**src/sv/nru_pkg.sv**
```systemverilog
`default_nettype none

package nru_pkg;

	// Defaults for the top-level parameters
	localparam int SETS_DEF      = 256;
	localparam int WAYS_DEF      = 8;
	localparam int ADDR_BITS_DEF = 32;

	// Fixed port widths
	localparam int BLK_ADDR_W = 32;
	localparam int MASK_W     = 32;
	localparam int USE_W      = 4;
	localparam int WAY_OUT_W  = 3;
	localparam int WAY_W      = 4;   // enough for up to 16 ways
	localparam int PADDR_W    = 3;
	localparam int PDATA_W    = 32;

	// Register index, taken from paddr[2]
	localparam logic REG_INDEX_MASK  = 1'b0;
	localparam logic REG_WAYS_IN_USE = 1'b1;

	localparam logic [MASK_W-1:0] INDEX_MASK_RST  = 32'h0000_00ff;
	localparam logic [USE_W-1:0]  WAYS_IN_USE_RST = 4'd8;

	typedef struct packed {
		logic rd;
		logic wr_st;
		logic wr_tag;
	} mem_ctl_t;

	typedef struct packed {
		logic             hit;
		logic [WAY_W-1:0] way;
	} dec_t;

endpackage

`default_nettype wire

```
**src/sv/nru_idx.sv**
```systemverilog
`default_nettype none

module nru_idx #(
	parameter int SETS      = nru_pkg::SETS_DEF,
	parameter int ADDR_BITS = nru_pkg::ADDR_BITS_DEF,
	localparam int TAG_W    = (ADDR_BITS < 32) ? ADDR_BITS : 32,
	localparam int IDX_W    = (SETS > 1) ? $clog2(SETS) : 1
) (
	input  logic                        clk,
	input  logic                        arst_n,
	input  logic                        go,
	input  logic [TAG_W-1:0]            addr,
	input  logic [nru_pkg::MASK_W-1:0]  mask,
	output logic [IDX_W-1:0]            set_idx,
	output logic                        ready
);
	import nru_pkg::*;

	localparam bit POW2 = ((SETS & (SETS - 1)) == 0);

	logic [MASK_W-1:0] packed_idx;

	// Gather the selected bits: each lands at the count of selected bits below it
	always_comb begin
		logic [4:0] rank;
		packed_idx = '0;
		rank = '0;
		for (int pos = 0; pos < TAG_W; pos++) begin
			rank = 5'($countones(mask & ((32'd1 << pos) - 32'd1)));
			if (mask[pos]) begin
				packed_idx[rank] = addr[pos];
			end
		end
	end

	generate
		if (POW2) begin : g_pow2
			logic [IDX_W-1:0] set_q;
			logic             ld_q;

			always_ff @(posedge clk) begin
				if (go) begin
					set_q <= (SETS > 1) ? packed_idx[IDX_W-1:0] : '0;
				end
			end

			always_ff @(posedge clk or negedge arst_n) begin
				if (!arst_n) begin
					ld_q <= 1'b0;
				end else if (go) begin
					ld_q <= 1'b1;
				end
			end

			assign set_idx = set_q;
			assign ready   = ld_q;
		end else begin : g_mod
			// Remainder by SETS via a reciprocal: the quotient is registered first, then the remainder
			localparam int REM_SH = $clog2(SETS);
			localparam logic [63:0] RECIP_FULL =
				((64'd1 << (MASK_W + REM_SH)) / 64'(SETS)) + 64'd1;
			localparam logic [MASK_W:0] RECIP = RECIP_FULL[MASK_W:0];

			logic [MASK_W-1:0] pk_q;
			logic [MASK_W-1:0] quo_q;
			logic [IDX_W-1:0]  rem_q;
			logic [1:0]        cnt_q;
			logic [2*MASK_W:0] quo_prod;
			logic [MASK_W-1:0] back_prod;

			assign quo_prod  = {{(MASK_W+1){1'b0}}, pk_q} * {{MASK_W{1'b0}}, RECIP};
			assign back_prod = quo_q * MASK_W'(SETS);

			always_ff @(posedge clk) begin
				if (go) begin
					pk_q <= packed_idx;
				end
				if (cnt_q == 2'd2) begin
					quo_q <= MASK_W'(quo_prod >> (MASK_W + REM_SH));
				end
				if (cnt_q == 2'd1) begin
					rem_q <= IDX_W'(pk_q - back_prod);
				end
			end

			always_ff @(posedge clk or negedge arst_n) begin
				if (!arst_n) begin
					cnt_q <= '0;
				end else if (go) begin
					cnt_q <= 2'd2;
				end else if (cnt_q != 2'd0) begin
					cnt_q <= cnt_q - 2'd1;
				end
			end

			assign set_idx = rem_q;
			assign ready   = (cnt_q == 2'd0);
		end
	endgenerate

endmodule

`default_nettype wire

```
**config.mk**
```make
export PLATFORM = sky130hd
export DESIGN_NAME = nru_idx
export DESIGN_NICKNAME = d
export VERILOG_FILES = /design/src/sv/nru_pkg.sv /design/src/sv/nru_idx.sv
export SDC_FILE = /design/constraint.sdc
export NUM_CORES = 1
export LEC_CHECK = 0
export ABC_AREA = 1
export BUFFER_PORTS_ARGS = -buffer_cell sky130_fd_sc_hd__buf_2
export CORE_MARGIN = 4
export CORE_UTILIZATION = 51
export CTS_CLUSTER_SIZE = 24
export DETAILED_ROUTE_END_ITERATION = 6
export PLACE_DENSITY = 0.7
export SETUP_SLACK_MARGIN = 0.05
export SYNTH_ARGS = -nofsm -noshare
export SYNTH_HDL_FRONTEND = slang
export SYNTH_SLANG_ARGS = --single-unit
```
**constraint.sdc**
```tcl
create_clock -name clk -period 1.71 [get_ports clk]
set_input_delay 0.513 -clock clk [delete_from_list [all_inputs] [get_ports clk]]
set_output_delay 0.513 -clock clk [all_outputs]
set_load 0.02 [all_outputs]
```
== Word level (Yosys, flattened, before mapping) ==
Index checks and enable logic that the tools add are counted.

* Add/sub/neg operators: 75
* Order comparisons: 62
* Muxes and demuxes: 125
* Reduce and logical (&&, ||, !) cells: 31

{| class="wikitable"
|+ Operators by type and width
! cell !! count
|-
| $bwmux W32 || 31
|-
| $mux W32 || 30
|-
| $add A5 B5 Y5 || 36
|-
| $lt A5 B6 Y1 const B || 30
|-
| $demux W1 S5 || 30
|-
| $ge A5 B1 Y1 const B || 30
|-
| $add A5 B1 Y5 || 10
|-
| $mux W1 || 32
|-
| $logic_and A1 B1 Y1 || 31
|-
| $add A1 B1 Y2 || 15
|-
| $add A2 B2 Y3 || 5
|-
| $add A3 B5 Y5 || 3
|-
| $add A2 B1 Y3 || 4
|-
| $mux W8 || 1
|-
| $lt A1 B6 Y1 const B || 1
|-
| $add A3 B1 Y4 || 1
|-
| $add A3 B2 Y4 || 1
|-
| $demux W1 S1 || 1
|-
| $ge A1 B1 Y1 const B || 1
|}

* Bits in registers: 9
* Input port bits: 67
* Output and inout port bits: 9
* Word-level logic and storage cells: 295

== Logic depth before layout (Yosys ltp) ==
* Word-level depth: 66
* Gate-level depth with buffers: 45
* Depth with buffers taken out: 45

== Least setup slack after synthesis ==
No wires, ideal clock.

* Kind: input port to flip-flop
* Start: input mask[0] in the netlist's numbering
* End: register g_pow2.set_q[0], in the netlist set_idx[0], data pin
* Setup time: 0.252 ns
* Arrival: 6.529 ns
* Required time: 1.458 ns
* Path slack: -5.071 ns
* Stages: 35
* Buffers on the path: 2
* Cell sequence: inv_1 > ha_1 > inv_1 > fa_1 > inv_1 > ha_1 > inv_2 > nand2_1 > and2_1 > ha_1 > fa_1 > ha_1 > inv_1 > fa_1 > clkbuf_1 > inv_1 > ha_1 > clkbuf_1 > inv_1 > fa_1 > xnor2_1 > nor3b_1 > nand2_1 > o21ai_0 > inv_1 > nand2_1 > nand2_1 > nand2_1 > nand2_1 > nand2_1 > nand2_1 > nand2_1 > nand2_1 > nand2_1 > nand2_1

* Longest elaborated chain between the ends: 66
* Elaborated cells between the ends (all ways): 248
* Those cells by class: add/sub: 30; order compare: 62; mux: 125; reduce/logical: 31

{| class="wikitable"
|+ Ends and longest elaborated chain
! element !! RTL line !! source
|-
| from (decl) || nru_idx.sv:13 || <nowiki>input logic [nru_pkg::MASK_W-1:0] mask,</nowiki>
|-
| parallel branches: the longest is 65 deep, another holds $lt A5 B6 Y1 || -- ||
|-
| $mux W8 (*) || nru_idx.sv:30 || <nowiki>if (mask[pos]) begin</nowiki>
|-
| via packed_idx[0] || nru_idx.sv:21 || <nowiki>logic [MASK_W-1:0] packed_idx;</nowiki>
|-
| to (signal assigned) || nru_idx.sv:43 || <nowiki>set_q <= (SETS > 1) ? packed_idx[IDX_W-1:0] : '0;</nowiki>
|-
| to (decl) || nru_idx.sv:38 || <nowiki>logic [IDX_W-1:0] set_q;</nowiki>
|}

Mark *: on every way through the listed nets, which the timed path passes.
A chain may end at the register's enable or synchronous reset.

== Worst setup path in the final report ==
Same ends and word-level chain as after synthesis.

==> flow_metrics.env <==
export IMPL_outcome="complete, but fails checks"
export IMPL_failing_checks="negative setup slack"
export IMPL_tightestPinTransition_ns=0.444
export IMPL_cts_hold_repair_buffers=0
export IMPL_crit_top_cell="sky130_fd_sc_hd__nand2_1"
export IMPL_filler_cell_count=1631
export IMPL_global_route_wire_length_before_repair_mm=48.9
export IMPL_fin_ws_ns=-3.86
export IMPL_postSynthRegisterBits=9
export IMPL_flow_area_growth_from_synthesis_pct=33.0
export IMPL_row_count=49
export IMPL_syn_area_per_cell_um2=5.64
export IMPL_fin_cells=2231
export IMPL_place_inst=2216
export IMPL_crit_path_max_fanout=6
export IMPL_cts_inserted_buffers=3
export IMPL_path_type_of_the_worst_min_delay_path="primary input to async pin"
export IMPL_portBuffers=75
export IMPL_initial_utilization_pct=52.4
export IMPL_critPathArrivalTime_ns=5.55
export IMPL_finalWorstPathRequiredPeriod_ns=5.57
export IMPL_synth_lib_cells_used_distinct=46
export IMPL_clk_pin_slew_ns=0.04
export IMPL_clock_skew_ns=0
export IMPL_final_util_pct=69.7
export IMPL_rsz0062_at_grt="true"
export IMPL_largest_buffer_count_on_any_clock_path=2
export IMPL_number_of_global_route_vias_before_repair=10941
export IMPL_floorplan_die_width_um=145
export IMPL_layout_drive_gt1_share_pct=23.5
export IMPL_detail_route_first_pass_iterations=7
export IMPL_cts_max_level=1
export IMPL_post_synth_inst_count=1687
export IMPL_cts_root_buffer_cell="sky130_fd_sc_hd__clkbuf_16"
export IMPL_most_used_cells_in_the_layout_excluding_fill_and_tap_cells="sky130_fd_sc_hd__nand2_1, sky130_fd_sc_hd__inv_1, sky130_fd_sc_hd__buf_4, sky130_fd_sc_hd__nor2_1, sky130_fd_sc_hd__nor3_1"
export IMPL_yosys_warnings=0
export IMPL_multiInputGateArea_um2=8300
export IMPL_max_slew_margin_rel_pct=70.2
export IMPL_vertical_extent_of_the_die_um=145
export IMPL_antennaDiodeCount=0
export IMPL_detailedRoute_firstIterationViolations=637
export IMPL_layout_commonest_cell="sky130_fd_sc_hd__nand2_1"
export IMPL_setup_worst_path_class="primary input to flop"
export IMPL_path_buf_inv=9
export IMPL_die_area_um2=20900
export IMPL_synth_edff_count=8
export IMPL_finalWeightedCongestion=0.972
export IMPL_synth_area_leader_cell="sky130_fd_sc_hd__nand2_1"
export IMPL_drc=0
export IMPL_pin_count_of_the_biggest_net_entering_global_routing=13
export IMPL_detail_route_antenna_nets=0
export IMPL_routed_wl_mm=28.8
export IMPL_viasPerCell=5.07
export IMPL_regArea_um2=265
export IMPL_fraction_of_the_cycle_the_final_worst_path_needs_pct=325
export IMPL_wl_per_cell_um=12.9
export IMPL_core_area_um2=18100
export IMPL_synth_nets=1919
export IMPL_num_nets_final=2235
export IMPL_yosys_most_used_dff="sky130_fd_sc_hd__edfxtp_1"
export IMPL_number_of_i_o_pins=76
export IMPL_grt_use_total_pct=27.8
export IMPL_ys_top_cells_by_area="sky130_fd_sc_hd__nand2_1, sky130_fd_sc_hd__inv_1, sky130_fd_sc_hd__ha_1"
export IMPL_antenna_found_initial=0
export IMPL_cts_sinks=9
export IMPL_critPathRequiredTime_ns=1.70
export IMPL_globalRouteOverflowTotal=0
export IMPL_reported_max_cap_violation_count=0
export IMPL_max_freq_ghz=0.180
export IMPL_critical_path_slowest_cell="sky130_fd_sc_hd__fa_2"
export IMPL_final_hold_viol_count=0
export IMPL_synth_sequential_area_ratio_pct=2.79
export IMPL_place_hpwl_mm=24.9
export IMPL_final_setup_viol_count=8
export IMPL_startpoint_types="primary input"
export IMPL_end_kind="flop"
export IMPL_asr_flop_ratio_synth_pct=11.1
export IMPL_via_count=11315
export IMPL_cts_tree="done"
export IMPL_timing_final_max_slew_violations=0
export IMPL_timing_critical_path_slowest_cell_delay_ns=0.59
export IMPL_syn_area_um2=9510
export IMPL_critPathTopFamily="adder cells"
export IMPL_worst_skew_pair_late_latency_ns=0.23
export IMPL_yosys_area_top_type_share_pct=19.0
## registers in the layout (all words and copies together), names as in the netlist
signal and count:
set_idx 8, ready 1
## final timing paths
kind                                    from                   end  slack, ns  cells past startpoint
max in group asynchronous             arst_n     ready$_DFFE_PN0P_       1.58                      1
min in group clk           ready$_DFFE_PN0P_     ready$_DFFE_PN0P_       0.46                      1
min reg2reg                ready$_DFFE_PN0P_     ready$_DFFE_PN0P_       0.46                      1
max reg2reg                ready$_DFFE_PN0P_     ready$_DFFE_PN0P_       0.95                      1
min                                   arst_n     ready$_DFFE_PN0P_       0.05                      1
max                                  mask[0]  set_idx[0]$_DFFE_PP_      -3.86                     39
## synth_stat cells (3+ instances only)
| cell type | count |
|---|---|
| sky130_fd_sc_hd__nand4_1 | 17 |
| sky130_fd_sc_hd__xor2_1 | 23 |
| sky130_fd_sc_hd__inv_2 | 9 |
| sky130_fd_sc_hd__nand2_2 | 5 |
| sky130_fd_sc_hd__o31ai_1 | 3 |
| sky130_fd_sc_hd__ha_1 | 102 |
| sky130_fd_sc_hd__nor2_1 | 155 |
| sky130_fd_sc_hd__and2_1 | 7 |
| sky130_fd_sc_hd__fa_1 | 63 |
| sky130_fd_sc_hd__a31oi_1 | 36 |
| sky130_fd_sc_hd__clkbuf_1 | 4 |
| sky130_fd_sc_hd__xnor2_1 | 19 |
| sky130_fd_sc_hd__o21ai_1 | 10 |
| sky130_fd_sc_hd__nand2_1 | 482 |
| sky130_fd_sc_hd__a22o_1 | 4 |
| sky130_fd_sc_hd__edfxtp_1 | 8 |
| sky130_fd_sc_hd__nand3_2 | 4 |
| sky130_fd_sc_hd__nand3_1 | 86 |
| sky130_fd_sc_hd__nor3b_1 | 4 |
| sky130_fd_sc_hd__nor2_2 | 9 |
| sky130_fd_sc_hd__inv_1 | 378 |
| sky130_fd_sc_hd__nor3_1 | 98 |
| sky130_fd_sc_hd__o21ai_0 | 72 |
| sky130_fd_sc_hd__nand3b_1 | 7 |
| sky130_fd_sc_hd__a21oi_1 | 56 |
## repair_timing
action / 4_1_cts / 5_1_grt
gates resized for setup: 63 / 45
buffers inserted: 6 / 5
cloned: 0 / 0
pin swaps: 55 / 41
setup endpoints to repair: 8 / 8
## routing by layer
metal | track usage (%) | routed length (um) | vias up
met1 | 38.2 | 13100 | 5058
met3 | 1.85 | 1550 | 38
met2 | 49.2 | 13700 | 308
li1 | - | - | 5911
met5 | 0 | 0 | -
met4 | 3.83 | 412 | 0
## kinds of logic (layout without fill, tap and decap cells)
kind of cell	Yosys count	in the layout	synth area share, %
and+or+nand+nor	882	882	39.3
buffers and inverters	393	708	15.5
AOI/OAI and AO/OA	194	194	11.5
adders and majority gates	165	165	26.7
xor gates and xnor gates	44	44	4.21
DFF	9	9	2.79
## area by class of cell
class	instances	area share, %
Clock inverter	1	0.0396
Tap cell	229	2.26
Clock buffer	3	0.593
Inverter	387	11.8
Multi-Input combinational cell	1285	65.6
Timing Repair Buffer	317	17.6
Sequential cell	9	2.10
## through the flow
| step | setup TNS [ns] | hold WS [ns] | instance area (um2) | setup slack, ns |
|---|---|---|---|---|
| after floorplan | -31.77 | 0.217 | 9780 | -4.03 |
| after global placement | -33.59 | 0.287 | 12100 | -4.25 |
| after detailed placement | -34.07 | 0.290 | 12100 | -4.31 |
| after CTS | -30.13 | 0.0426 | 12500 | -3.79 |
| after global routing | -32.77 | 0.0405 | 12700 | -4.13 |
| final | -30.71 | 0.0458 | 12700 | -3.86 |
Power is not shown: default switching activity piles up to over one toggle a cycle in this logic, so the estimate is an artifact.
