$ cat src/sv/nru_pkg.sv
`default_nettype none

package nru_pkg;

	// Defaults for the top-level parameters
	localparam int SETS_DEF      = 256;
	localparam int WAYS_DEF      = 8;
	localparam int ADDR_BITS_DEF = 32;

	// Fixed port widths
	localparam int BLK_ADDR_W = 32;
	localparam int MASK_W     = 32;
	localparam int USE_W      = 4;
	localparam int WAY_OUT_W  = 3;
	localparam int WAY_W      = 4;   // enough for up to 16 ways
	localparam int PADDR_W    = 3;
	localparam int PDATA_W    = 32;

	// Register index, taken from paddr[2]
	localparam logic REG_INDEX_MASK  = 1'b0;
	localparam logic REG_WAYS_IN_USE = 1'b1;

	localparam logic [MASK_W-1:0] INDEX_MASK_RST  = 32'h0000_00ff;
	localparam logic [USE_W-1:0]  WAYS_IN_USE_RST = 4'd8;

	typedef struct packed {
		logic rd;
		logic wr_st;
		logic wr_tag;
	} mem_ctl_t;

	typedef struct packed {
		logic             hit;
		logic [WAY_W-1:0] way;
	} dec_t;

endpackage

`default_nettype wire

$ cat src/sv/nru_way.sv
`default_nettype none

module nru_way #(
	parameter int WAYS   = nru_pkg::WAYS_DEF,
	parameter int TAG_W  = nru_pkg::ADDR_BITS_DEF,
	localparam int TR_W  = WAYS * TAG_W,
	localparam int SR_W  = 2 * WAYS
) (
	input  logic [TAG_W-1:0]          addr,
	input  logic [nru_pkg::USE_W-1:0] use_cfg,
	input  logic [TR_W-1:0]           tag_row,
	input  logic [SR_W-1:0]           st_row,
	output nru_pkg::dec_t             dec,
	output logic [TR_W-1:0]           tag_new,
	output logic [SR_W-1:0]           st_new
);
	import nru_pkg::*;

	logic [4:0]       use_n;
	logic [WAYS-1:0]  valid, nru, inuse, hit_vec, cand;
	logic [WAYS-1:0]  valid_n, nru_n;
	logic             hit_any, cand_any;
	logic [WAY_W-1:0] hit_way, fill_way, way_sel;

	assign valid = st_row[WAYS-1:0];
	assign nru   = st_row[SR_W-1:WAYS];

	// Zero ways means one; more than built means all
	always_comb begin
		if (use_cfg == '0) begin
			use_n = 5'd1;
		end else if ({1'b0, use_cfg} > 5'(WAYS)) begin
			use_n = 5'(WAYS);
		end else begin
			use_n = {1'b0, use_cfg};
		end
	end

	always_comb begin
		for (int w = 0; w < WAYS; w++) begin
			inuse[w]   = 5'(w) < use_n;
			hit_vec[w] = inuse[w] && valid[w] && (tag_row[w*TAG_W +: TAG_W] == addr);
			cand[w]    = inuse[w] && nru[w];
		end
	end

	assign hit_any  = |hit_vec;
	assign cand_any = |cand;

	// Lowest way wins; with no candidate the fill falls back to way 0
	always_comb begin
		hit_way  = '0;
		fill_way = '0;
		for (int w = WAYS - 1; w >= 0; w--) begin
			if (hit_vec[w]) begin
				hit_way = WAY_W'(w);
			end
			if (cand[w]) begin
				fill_way = WAY_W'(w);
			end
		end
	end

	assign way_sel = hit_any ? hit_way : fill_way;

	always_comb begin
		logic sel;
		sel     = 1'b0;
		tag_new = tag_row;
		for (int w = 0; w < WAYS; w++) begin
			sel = (WAY_W'(w) == way_sel);
			if (hit_any) begin
				valid_n[w] = valid[w];
				nru_n[w]   = sel ? 1'b0 : nru[w];
			end else begin
				valid_n[w] = sel ? 1'b1 : valid[w];
				nru_n[w]   = sel ? 1'b0 : (cand_any ? nru[w] : (nru[w] | inuse[w]));
				if (sel) begin
					tag_new[w*TAG_W +: TAG_W] = addr;
				end
			end
		end
	end

	assign st_new  = {nru_n, valid_n};
	assign dec.hit = hit_any;
	assign dec.way = way_sel;

endmodule

`default_nettype wire

$ cat config.mk
export PLATFORM = sky130hd
export DESIGN_NAME = nru_way
export DESIGN_NICKNAME = d
export VERILOG_FILES = /design/src/sv/nru_pkg.sv /design/src/sv/nru_way.sv
export SDC_FILE = /design/constraint.sdc
export NUM_CORES = 1
export LEC_CHECK = 0
export ABC_CLOCK_PERIOD_IN_PS = 3700
export BUFFER_PORTS_ARGS = -buffer_cell sky130_fd_sc_hd__buf_4
export CAP_MARGIN = 20
export CORE_AREA = 2 2 226 228
export DETAILED_ROUTE_END_ITERATION = 8
export DIE_AREA = 0 0 228 230
export PLACE_DENSITY = 0.46
export SLEW_MARGIN = 20
export SYNTH_ARGS = -nofsm -noshare
export SYNTH_HDL_FRONTEND = slang
export SYNTH_SLANG_ARGS = --single-unit
$ cat constraint.sdc
create_clock -name vclk -period 3.7
set_clock_uncertainty 0.1 [all_clocks]
set_input_delay 0.37 -clock vclk [all_inputs]
set_output_delay 0.37 -clock vclk [all_outputs]
set_load 0.1 [all_outputs]
## Word level (Yosys, flattened, before mapping)

Index checks and enable logic that the tools add are counted.

| word-level totals | value |
|---|---|
| logic and storage cells | 143 |
| input port bits | 308 |
| flip-flop bits (word level) | 0 |
| output and inout bits | 277 |

| cells by class | value |
|---|---|
| reductions and logical operators | 28 |
| bitwise operators | 8 |
| order comparisons | 9 |
| muxes and demuxes | 83 |
| equality and inequality tests | 15 |

Operators with widths:

| operator | count |
|---|---|
| $mux W32 | 16 |
| $eq A32 B32 Y1 | 8 |
| $mux W4 | 17 |
| $mux W1 | 48 |
| $logic_and A1 B1 Y1 | 24 |
| $lt A3 B5 Y1 const A | 4 |
| $eq A3 B4 Y1 const A | 4 |
| $reduce_or A8 Y1 | 2 |
| $lt A1 B5 Y1 const A | 2 |
| $lt A2 B5 Y1 const A | 2 |
| $eq A2 B4 Y1 const A | 2 |
| $logic_not A4 Y1 | 2 |
| $or A1 B1 Y1 | 8 |
| $mux W3 | 2 |
| $eq A1 B4 Y1 const A | 1 |
| $gt A4 B4 Y1 const B | 1 |

## Logic depth before layout (Yosys ltp)

Gate-level depths: netlist of the first run.

| logic depth | value |
|---|---|
| depth after elaboration | 18 |
| gate-level depth with buffers | 13 |
| gate-level depth less buffers | 10 |

## Least setup slack after synthesis of the first run

Ideal clock, no wire load.

| timing | value |
|---|---|
| path type | input-to-output |
| start | input port addr[11] |
| end | output port st_new[10] |
| slack | -1703 ps |
| stages | 10 |
| data required time | 3230 ps |
| buffers on the path | 1 |
| data arrival time | 4933 ps |
| cells stage by stage | buf_4 -> xor2_1 -> nor4_2 -> nand4_1 -> or4_4 -> nand4_2 -> nor2_1 -> nor2_1 -> nor3_1 -> a21oi_1 |

RTL lines:

| item | line | source |
|---|---|---|
| from (decl) | nru_way.sv:9 | `input logic [TAG_W-1:0] addr,` |
| to (decl) | nru_way.sv:15 | `output logic [SR_W-1:0] st_new` |

## Worst setup path after layout of the first run

| timing | value |
|---|---|
| start | input port addr[3] |
| end | output port tag_new[33] |

| on the way | value |
|---|---|
| longest elaborated chain between the ends | 14 |
| elaborated cells between the ends (all ways) | 29 |
| classes of those cells | eq/ne: 9; mux: 11; reduce/logical: 9 |

Ends and longest elaborated chain:

| item | line | source |
|---|---|---|
| $eq A32 B32 Y1 | nru_way.sv:42 | `hit_vec[w] = inuse[w] && valid[w] && (tag_row[w*TAG_W +: TAG_W] == addr);` |
| $logic_and A1 B1 Y1 | nru_way.sv:42 |  |
| $mux W3 | nru_way.sv:55 | `if (hit_vec[w]) begin` |
| $mux W4 (7 in a row) | nru_way.sv:55 |  |
| $mux W4 | nru_way.sv:64 | `assign way_sel = hit_any ? hit_way : fill_way;` |
| $eq A1 B4 Y1 | nru_way.sv:71 | `sel = (WAY_W'(w) == way_sel);` |
| $mux W32 | nru_way.sv:78 | `if (sel) begin` |
| $mux W32 (*) | nru_way.sv:72 | `if (hit_any) begin` |
| to (decl) | nru_way.sv:14 | `output logic [TR_W-1:0] tag_new,` |

Mark *: on every way between the ends. The rest lies on a longest branch, timed or not.

==> impl_metrics.py, run 1 <==
metrics = {
    "run_status": {
        "outcome": "finished with violations",
        "violations": "negative setup slack",
    },
    "routing": {
        "drt-initial-drc-count": 377,
        "dr.pass1.iters": 4,
        "drc": 0,
        "wire_per_inst_um": 28.5,
        "vias": 9570,
        "via_per_inst": 4.31,
        "drtAntennaViolNets": 0,
        "routed_wl_mm": 63.2,
    },
    "critical_path": {
        "critPathKind": "primary input to output port",
        "cp.arrival_ns": 3.38,
        "start_kind": "primary input",
        "worstPathRequired_ns": 3.23,
        "end_kind": "output port",
        "critPathMaxFanout": 9,
    },
    "sta": {
        "tightest_slew_ns": 0.739,
        "rsz0062_at_grt": "true",
        "max_freq_mhz": 260,
        "finalHoldViolCount": 0,
        "fin_setup_tns_ns": -20.82,
        "layout_worst_path_cycle_share_pct": 104,
        "setup_viol": 244,
        "slew_violations": 0,
        "fin_crit_ns": 3.85,
        "worst_slack_ns": -0.147,
        "slew_headroom_pct": 50.5,
    },
    "clock_tree": {
        "cts_hold_buf": 0,
    },
    "final_layout": {
        "seqCellArea_um2": 0,
        "nNetsFinal": 1858,
        "final_area_um2": 17800,
        "final_layout_size_suffix_gt1_share_pct": 74.1,
        "syn_to_final_growth_pct": 135,
        "antenna_cells": 0,
        "seq_cells": 0,
        "clock_buffers": 0,
        "nFillCells": 4981,
        "multiInputGateArea_um2": 7740,
    },
    "place": {
        "io_buffer_count": 584,
        "placed_area_um2": 14200,
        "place_hpwl_mm": 52.5,
        "globalplace.congestion": 0.885,
        "dp_slack_ns": -0.770,
    },
    "power_and_ir_drop": {
        "clkPwrFrac_pct": 0,
        "p_leak_nw": 8.45,
        "p_switching_w": 0.00276,
        "ir_drop_uv": 162,
        "p_comb_share_pct": 100.0,
        "p_per_area_nw_per_um2": 246,
        "internal_power_w": 0.00163,
        "totalPowerFinal_w": 0.00439,
        "p_sw_share_pct": 62.9,
        "p_seq_share_pct": 0,
    },
    "yosys": {
        "synth_commonest_cells": "xnor2_1, mux2_4, mux2_1, xor2_1, buf_2",
        "syn-num-nets": 1120,
        "synth_area_leaders": "mux2_4, xnor2_1, mux2_1",
        "synth.avg_cell_area_um2": 9.34,
        "synth_top_area_cell": "mux2_4",
        "yosysWarnings": 0,
        "ys_types": 49,
        "yosysSeqAreaShare_pct": 0,
        "syn_inst": 812,
        "synth_most_common_cell": "xnor2_1",
        "synthesis.area_um2": 7590,
        "synth_top_area_share_pct": 23.0,
    },
    "floorplanning": {
        "rows": 82,
        "pin_count": 585,
        "core-area_um2": 49900,
        "start_util_pct": 15.2,
        "dieArea_um2": 52400,
        "die_w_um": 228,
        "die_height_um": 230,
    },
    "global_route": {
        "gr-total-overflow": 0,
        "antenna_found_initial": 0,
        "grt_pass1_wl_mm": 82.7,
        "grt_usage_pct": 22.1,
        "first_global_vias": 10400,
        "grt_max_degree": 18,
    },
    "worst_hold_path": {
        "worstHoldPathCells": 3,
        "hold_path.class": "primary input to output port",
    },
    "run": {
        "cap_violations": 0,
    },
}
## placed cells by master, fill, tap and decap left out, types with 2 or more instances in the layout
cell	Yosys	routed
mux2_2	32	41
nor4_2	4	13
nand2b_1	9	9
nand3b_4	3	4
nand3_4	4	5
or2_2	2	2
buf_6	30	110
o21ai_0	4	3
nand4_1	47	47
xor2_2	0	5
xnor2_1	157	150
nor4_1	29	14
or4_4	2	3
xor2_1	99	88
buf_4	9	506
mux2_4	116	195
nor2_1	15	12
clkbuf_16	0	5
and3_1	5	4
nor2_4	1	3
nand3_1	12	10
a21oi_1	13	9
nor4_4	0	6
nand2_1	15	13
xnor2_4	0	2
xnor2_2	0	5
a21oi_4	0	4
buf_8	0	20
buf_12	0	189
xor2_4	0	6
nor3_2	0	6
mux2_1	108	20
nor3_1	13	7
## cell type report
type / instances / share of cell area (%)
Timing Repair Buffer: 830 / 51.8
Multi-Input combinational cell: 716 / 43.4
Tap cell: 672 / 4.71
Inverter: 2 / 0.0561
## critical path, stage by stage
cell	delay [ns]
buf_12	0.11
buf_12	0.14
xor2_4	0.15
nor4_4	0.43
buf_4	0.20
nand2_1	0.04
or4_4	0.45
nand3_4	0.12
a21oi_4	0.07
nor2_4	0.14
buf_12	0.13
nand3b_4	0.15
buf_12	0.15
buf_12	0.15
mux2_2	0.36
buf_6	0.19
## repair_timing
action | CTS | global route
resized for setup | 465 | 341
endpoints found under the setup margin | 275 | 268
pin swaps | 19 | 5
gates cloned | 4 | 5
buffers inserted | 22 | 8
## cell families after synthesis
| group | Yosys count | share of synthesized area [%] |
|---|---|---|
| AND/OR/NAND/NOR | 172 | 14.9 |
| AO/OA/AOI/OAI | 31 | 2.71 |
| other | 1 | 0.0494 |
| multiplexers | 256 | 43.7 |
| buffers and inverters | 96 | 9.04 |
| XOR/XNOR | 256 | 29.6 |
## power by group through the flow
| stage | combinational, W | clock, W | sequential, W |
|---|---|---|---|
| 6_report | 0.00439 | 0 | 0 |
| 5_1_grt | 0.00451 | 0 | 0 |
| 4_1_cts | 0.00412 | 0 | 0 |
| 3_5_place_dp | 0.00372 | 0 | 0 |
| 3_3_place_gp | 0.00372 | 0 | 0 |
| 2_1_floorplan | 0.00249 | 0 | 0 |
## per-stage QoR
step / hold slack (ns) / cells / util (%)
CTS: 1.05 / 2212 / 33.1
global route: 1.05 / 2220 / 35.8
floorplan: 0.959 / 812 / -
detailed placement: 1.10 / 2189 / 28.4
global placement: 1.10 / 2188 / 28.4
finish: 1.04 / 2220 / 35.8
## layer usage
metal,global-route usage [%],wire length [um],vias to the layer above
li1,-,-,4337
met1,28.5,27500,4758
met2,41.0,31800,425
met3,2.08,2830,50
met4,2.00,1030,0
met5,0,0,-
## final timing paths
check   startpoint           to
max        addr[3]  tag_new[33]
min    tag_row[43]  tag_new[43]
No activity file was read; power rests on OpenSTA's default activity.
==> run 2, diff against run 1 <==
Settings changed: CORE_AREA 2 2 226 228 to 5 5 222 224, DIE_AREA 0 0 228 230 to 0 0 227 229, PLACE_DENSITY 0.46 to 0.48.
==> run 2 against run 1 <==
  * The run still ends with negative setup slack left
  * Sequential share of layout area unchanged
  * Combinational power up 3%
  * Worst hold slack worse by 0.030 ns
  * Utilization up 3.6 points
  * First-iteration DRC count down 9.0%
  * Via count up 1.0%
  * Count of clock-buffer cells in the layout unchanged
  * Sequential cell count unchanged
  * Non-clock buffer count up 6
  * Worst setup slack worse by 0.0096 ns
  * Cell count down 2.2%
  * Global-route usage up 0.94 points
  * Highest routed layer unchanged
==> impl_metrics.py, run 2 (same netlist as run 1, synthesis figures left out) <==
metrics = {
    "sta": {
        "slew_violations": 0,
        "setup_viol": 228,
        "tightest_slew_ns": 0.516,
        "finalHoldViolCount": 0,
        "rsz0062_at_grt": "true",
        "slew_headroom_pct": 65.5,
        "max_freq_mhz": 259,
        "worst_slack_ns": -0.156,
        "layout_worst_path_cycle_share_pct": 104,
        "fin_crit_ns": 3.86,
    },
    "routing": {
        "wire_per_inst_um": 30.0,
        "routed_wl_mm": 65.1,
        "drt-initial-drc-count": 343,
        "dr.pass1.iters": 4,
        "vias": 9669,
        "drc": 0,
        "drtAntennaViolNets": 0,
        "via_per_inst": 4.45,
    },
    "global_route": {
        "grt_pass1_wl_mm": 85.5,
        "grt_max_degree": 21,
        "busiest_layer": "met2",
        "gr-total-overflow": 0,
        "met3_usage_pct": 3.12,
        "met1_usage_pct": 29.9,
        "grt_util_met2_pct": 40.8,
        "grt_usage_pct": 23.0,
        "antenna_found_initial": 2,
        "first_global_vias": 10600,
    },
    "power_and_ir_drop": {
        "p_leak_nw": 8.79,
        "totalPowerFinal_w": 0.00450,
        "ir_drop_uv": 185,
        "p_per_area_nw_per_um2": 242,
    },
    "worst_hold_path": {
        "min_from": "st_row[2]",
        "hold_path.class": "primary input to output port",
        "worstHoldPathCells": 3,
        "hold_path_end": "st_new[2]",
    },
    "floorplanning": {
        "dieArea_um2": 52000,
        "pin_count": 585,
        "die_height_um": 229,
        "start_util_pct": 16.1,
        "core-area_um2": 47100,
        "die_w_um": 227,
        "rows": 80,
    },
    "final_layout": {
        "nFillCells": 4553,
        "layout_common_cells": "buf_4, buf_12, mux2_4, xnor2_1, buf_6",
        "seqCellArea_um2": 0,
        "layout_commonest_cell": "buf_4",
        "seq_cells": 0,
        "syn_to_final_growth_pct": 145,
        "final_layout_size_suffix_gt1_share_pct": 73.2,
        "clock_buffers": 0,
        "nNetsFinal": 1864,
    },
    "critical_path": {
        "worstPathRequired_ns": 3.23,
        "critPathMaxFanout": 8,
        "critPathKind": "primary input to output port",
        "cp.arrival_ns": 3.39,
        "start_kind": "primary input",
        "end_kind": "output port",
    },
    "place": {
        "dp_slack_ns": -0.891,
        "globalplace.congestion": 0.879,
        "io_buffer_count": 584,
        "place_hpwl_mm": 53.6,
    },
    "run_status": {
        "violations": "negative setup slack",
        "outcome": "finished with violations",
    },
    "clock_tree": {
        "cts_hold_buf": 0,
    },
    "run": {
        "cap_violations": 0,
    },
}
[run 2: cell types whose count changed in the layout (fill, tap and decap cells not counted), sizes merged]
cell / delta
clkbuf: -2
buf: +8
diode: +2
[run 2: power breakdown]
part           switching, W        total (W)     internal [W]
Combinational       0.00279          0.00450          0.00172
Sequential                0                0                0
Clock                     0  0.0000000000430  0.0000000000430
Total               0.00279          0.00450          0.00172
[run 2: critical path: stages]
cell     delay [ns]
buf_4          0.19
xor2_1         0.17
nor4_2         0.43
buf_4          0.19
nand3_1        0.12
or4_4          0.46
nand4_4        0.14
buf_6          0.13
nor3_4         0.04
buf_12         0.13
nand3_4        0.08
buf_12         0.15
buf_12         0.12
buf_8          0.13
mux2_2         0.34
buf_6          0.19
[run 2: through the flow]
step | std cells | hold slack, ns | cell area, um2 | setup TNS, ns | util [%]
2_1_floorplan | 812 | 0.959 | 7660 | -0.452 | -
6_report | 2171 | 1.01 | 18600 | -18.40 | 39.4
5_1_grt | 2170 | 1.02 | 18600 | -39.87 | 39.4
3_3_place_gp | 2125 | 1.09 | 14100 | -225.50 | 29.8
4_1_cts | 2162 | 1.04 | 17100 | -27.97 | 36.2
3_5_place_dp | 2125 | 1.09 | 14100 | -214.22 | 29.8
[run 2: worst max path at each step]
stage | start | endpoint | slack, ns
floorplan | addr[11] | st_new[10] | -0.33
global placement | addr[18] | tag_new[97] | -0.93
detailed placement | addr[18] | st_new[12] | -0.89
CTS | addr[18] | tag_new[44] | -0.20
global route | addr[14] | tag_new[65] | -0.26
finish | addr[1] | tag_new[65] | -0.16
[run 2: routing by layer]
| metal | routed length (um) | vias to the layer above |
|---|---|---|
| met1 | 27900 | 4796 |
| met2 | 32400 | 461 |
| met5 | 0 | - |
| met4 | 1420 | 0 |
| met3 | 3420 | 67 |
| li1 | - | 4345 |
[run 2: what timing repair did]
item / 4_1_cts / 5_1_grt
resized for setup: 575 / 345
gates cloned: 12 / 2
endpoints found under the setup margin: 276 / 272
endpoints found under the hold margin: 0 / 0
setup buffers: 28 / 16
pin swaps: 10 / 24
[run 2: cell type report]
type                       instances  area [um2]  area share, %
antenna                            2        5.00         0.0270
inverter                           2        12.5         0.0674
multi-input combinational        716        7870           42.4
tap                              615         769           4.15
timing repair buffer             836        9900           53.3
==> run 3, diff against run 2 <==
Settings changed: CORE_AREA 5 5 222 224 to 5 5 227 229, DIE_AREA 0 0 227 229 to 0 0 232 234, PLACE_DENSITY 0.48 to not set, PLACE_DENSITY_LB_ADDON set to 0.2.
==> run 3 against run 2 <==
  * The run still ends with negative setup slack left
  * Sequential share of layout area stayed put
  * Combinational power is 1% lower
  * Via count is 0.77% lower
  * Wire length is 1.3% higher
  * First-iteration DRC count is 8.7% higher
  * Cell count is 2.7% higher
==> impl_metrics.py, run 3 (same netlist as run 1, synthesis figures left out) <==
metrics = {
    "sta": {
        "tightest_slew_ns": 0.675,
        "hold_ws_ns": 1.04,
        "rsz0062_at_grt": "true",
        "finalHoldViolCount": 0,
        "fin_setup_tns_ns": -14.07,
        "layout_worst_path_cycle_share_pct": 104,
        "worst_slack_ns": -0.134,
        "slew_headroom_pct": 54.9,
        "setup_viol": 211,
        "slew_violations": 0,
        "fin_crit_ns": 3.83,
        "max_freq_mhz": 261,
    },
    "critical_path": {
        "critPathTopFamily": "simple AND/OR/NAND/NOR gates",
        "cpMostUsedCell": "buf_12",
        "cp.buffers_inverters": 6,
        "path_cells": "buf_8 > xor2_4 > nor4_4 > buf_4 > nand4_1 > or4_4 > nand3_4 > a21oi_4 > nor2_4 > buf_6 > nand3b_4 > buf_12 > buf_16 > mux2_4 > buf_12",
        "end_kind": "output port",
        "worstPathRequired_ns": 3.23,
        "start_kind": "primary input",
        "slowest_stage": "or4_4",
        "cp.arrival_ns": 3.36,
        "critPathKind": "primary input to output port",
        "critPathMaxFanout": 6,
        "slowest_delay_ns": 0.48,
    },
    "power_and_ir_drop": {
        "totalPowerFinal_w": 0.00444,
        "p_leak_nw": 8.53,
        "internal_power_w": 0.00167,
        "clkPwrFrac_pct": 0,
        "p_seq_share_pct": 0,
        "p_comb_share_pct": 100.0,
        "ir_drop_uv": 187,
        "p_per_area_nw_per_um2": 246,
        "p_switching_w": 0.00277,
        "p_sw_share_pct": 62.4,
    },
    "global_route": {
        "first_global_vias": 10300,
        "grt_usage_pct": 22.3,
        "grt_pass1_wl_mm": 85.1,
        "met3_usage_pct": 2.98,
        "met1_usage_pct": 29.5,
        "grt_util_met2_pct": 39.6,
        "gr-total-overflow": 0,
        "antenna_found_initial": 2,
        "busiest_layer": "met2",
        "grt_max_degree": 21,
    },
    "worst_hold_path": {
        "hold_path.class": "primary input to output port",
        "worstHoldPathCells": 3,
        "hold_path_end": "tag_new[205]",
        "min_from": "tag_row[205]",
    },
    "run": {
        "cap_violations": 0,
    },
    "final_layout": {
        "layout_commonest_cell": "buf_4",
        "seq_cells": 0,
        "nFillCells": 5047,
        "clock_buffers": 0,
        "seqCellArea_um2": 0,
        "multiInputGateArea_um2": 7590,
        "layout_common_cells": "buf_4, buf_12, mux2_4, xnor2_1, buf_6",
        "syn_to_final_growth_pct": 138,
        "final_layout_size_suffix_gt1_share_pct": 74.3,
        "nNetsFinal": 1867,
        "final_area_um2": 18000,
    },
    "routing": {
        "drc": 0,
        "vias": 9595,
        "dr.pass1.iters": 4,
        "drtAntennaViolNets": 0,
        "routed_wl_mm": 65.9,
        "drt-initial-drc-count": 373,
        "wire_per_inst_um": 29.6,
        "via_per_inst": 4.30,
    },
    "floorplanning": {
        "start_util_pct": 15.3,
        "pin_count": 585,
        "core-area_um2": 49500,
        "die_w_um": 232,
        "rows": 82,
        "die_height_um": 234,
        "dieArea_um2": 54300,
    },
    "place": {
        "placed_area_um2": 14200,
        "io_buffer_count": 584,
        "place_hpwl_mm": 55.6,
        "globalplace.congestion": 0.873,
    },
    "run_status": {
        "outcome": "finished with violations",
        "violations": "negative setup slack",
    },
    "clock_tree": {
        "cts_hold_buf": 0,
    },
}
## run 3: changes by cell type in the layout (fill, tap and decap cells not counted), sizes merged
cell	change
buf	+4
clkbuf	-1
diode	-1
## run 3: per-layer routing
metal,up-vias,part of all wire (%)
li1,4356,-
met1,4759,44
met2,429,49
met3,49,4.8
met4,2,1.8
met5,-,0.020
## run 3: layout make-up
| type | instances | area share [%] |
|---|---|---|
| Timing Repair Buffer | 839 | 53.2 |
| Inverter | 2 | 0.0555 |
| Multi-Input combinational cell | 716 | 42.1 |
| Tap cell | 672 | 4.66 |
| Antenna cell | 1 | 0.0139 |
## run 3: power by group through the flow
| stage | sequential, W | combinational [W] | clock [W] |
|---|---|---|---|
| floorplan | 0 | 0.00249 | 0 |
| global placement | 0 | 0.00374 | 0 |
| detailed placement | 0 | 0.00374 | 0 |
| CTS | 0 | 0.00424 | 0 |
| global route | 0 | 0.00456 | 0.0000000000362 |
| finish | 0 | 0.00444 | 0.0000000000362 |
## run 3: through the flow
step	std cells	util, %	setup WS, ns
final	2230	36.5	-0.134
after global routing	2230	36.5	-0.209
after global placement	2191	28.7	-0.872
after CTS	2214	34.1	-0.161
after floorplan	812	-	-0.326
after detailed placement	2191	28.7	-0.857
## run 3: how the worst max path moves through the flow
stage | startpoint | depth (start not counted) | slack [ns] | end
floorplan | addr[11] | 10 | -0.33 | st_new[10]
global placement | addr[18] | 13 | -0.87 | tag_new[224]
detailed placement | addr[18] | 13 | -0.86 | tag_new[224]
CTS | addr[5] | 14 | -0.16 | tag_new[111]
global route | addr[3] | 15 | -0.21 | tag_new[18]
finish | tag_row[234] | 15 | -0.13 | tag_new[18]
## run 3: tightest hold or removal path: cells and delay by family
kind / cells / cell delay (ns)
buffers and inverters: 2 / 0.25
multiplexers: 1 / 0.15
## run 3: repair_timing
item                                   CTS  global route
buffers inserted                        16            17
endpoints found under the hold margin    0             0
gates cloned                             9             3
setup endpoints to repair              276           272
resized for setup                      571           257
pin swaps                               20            20
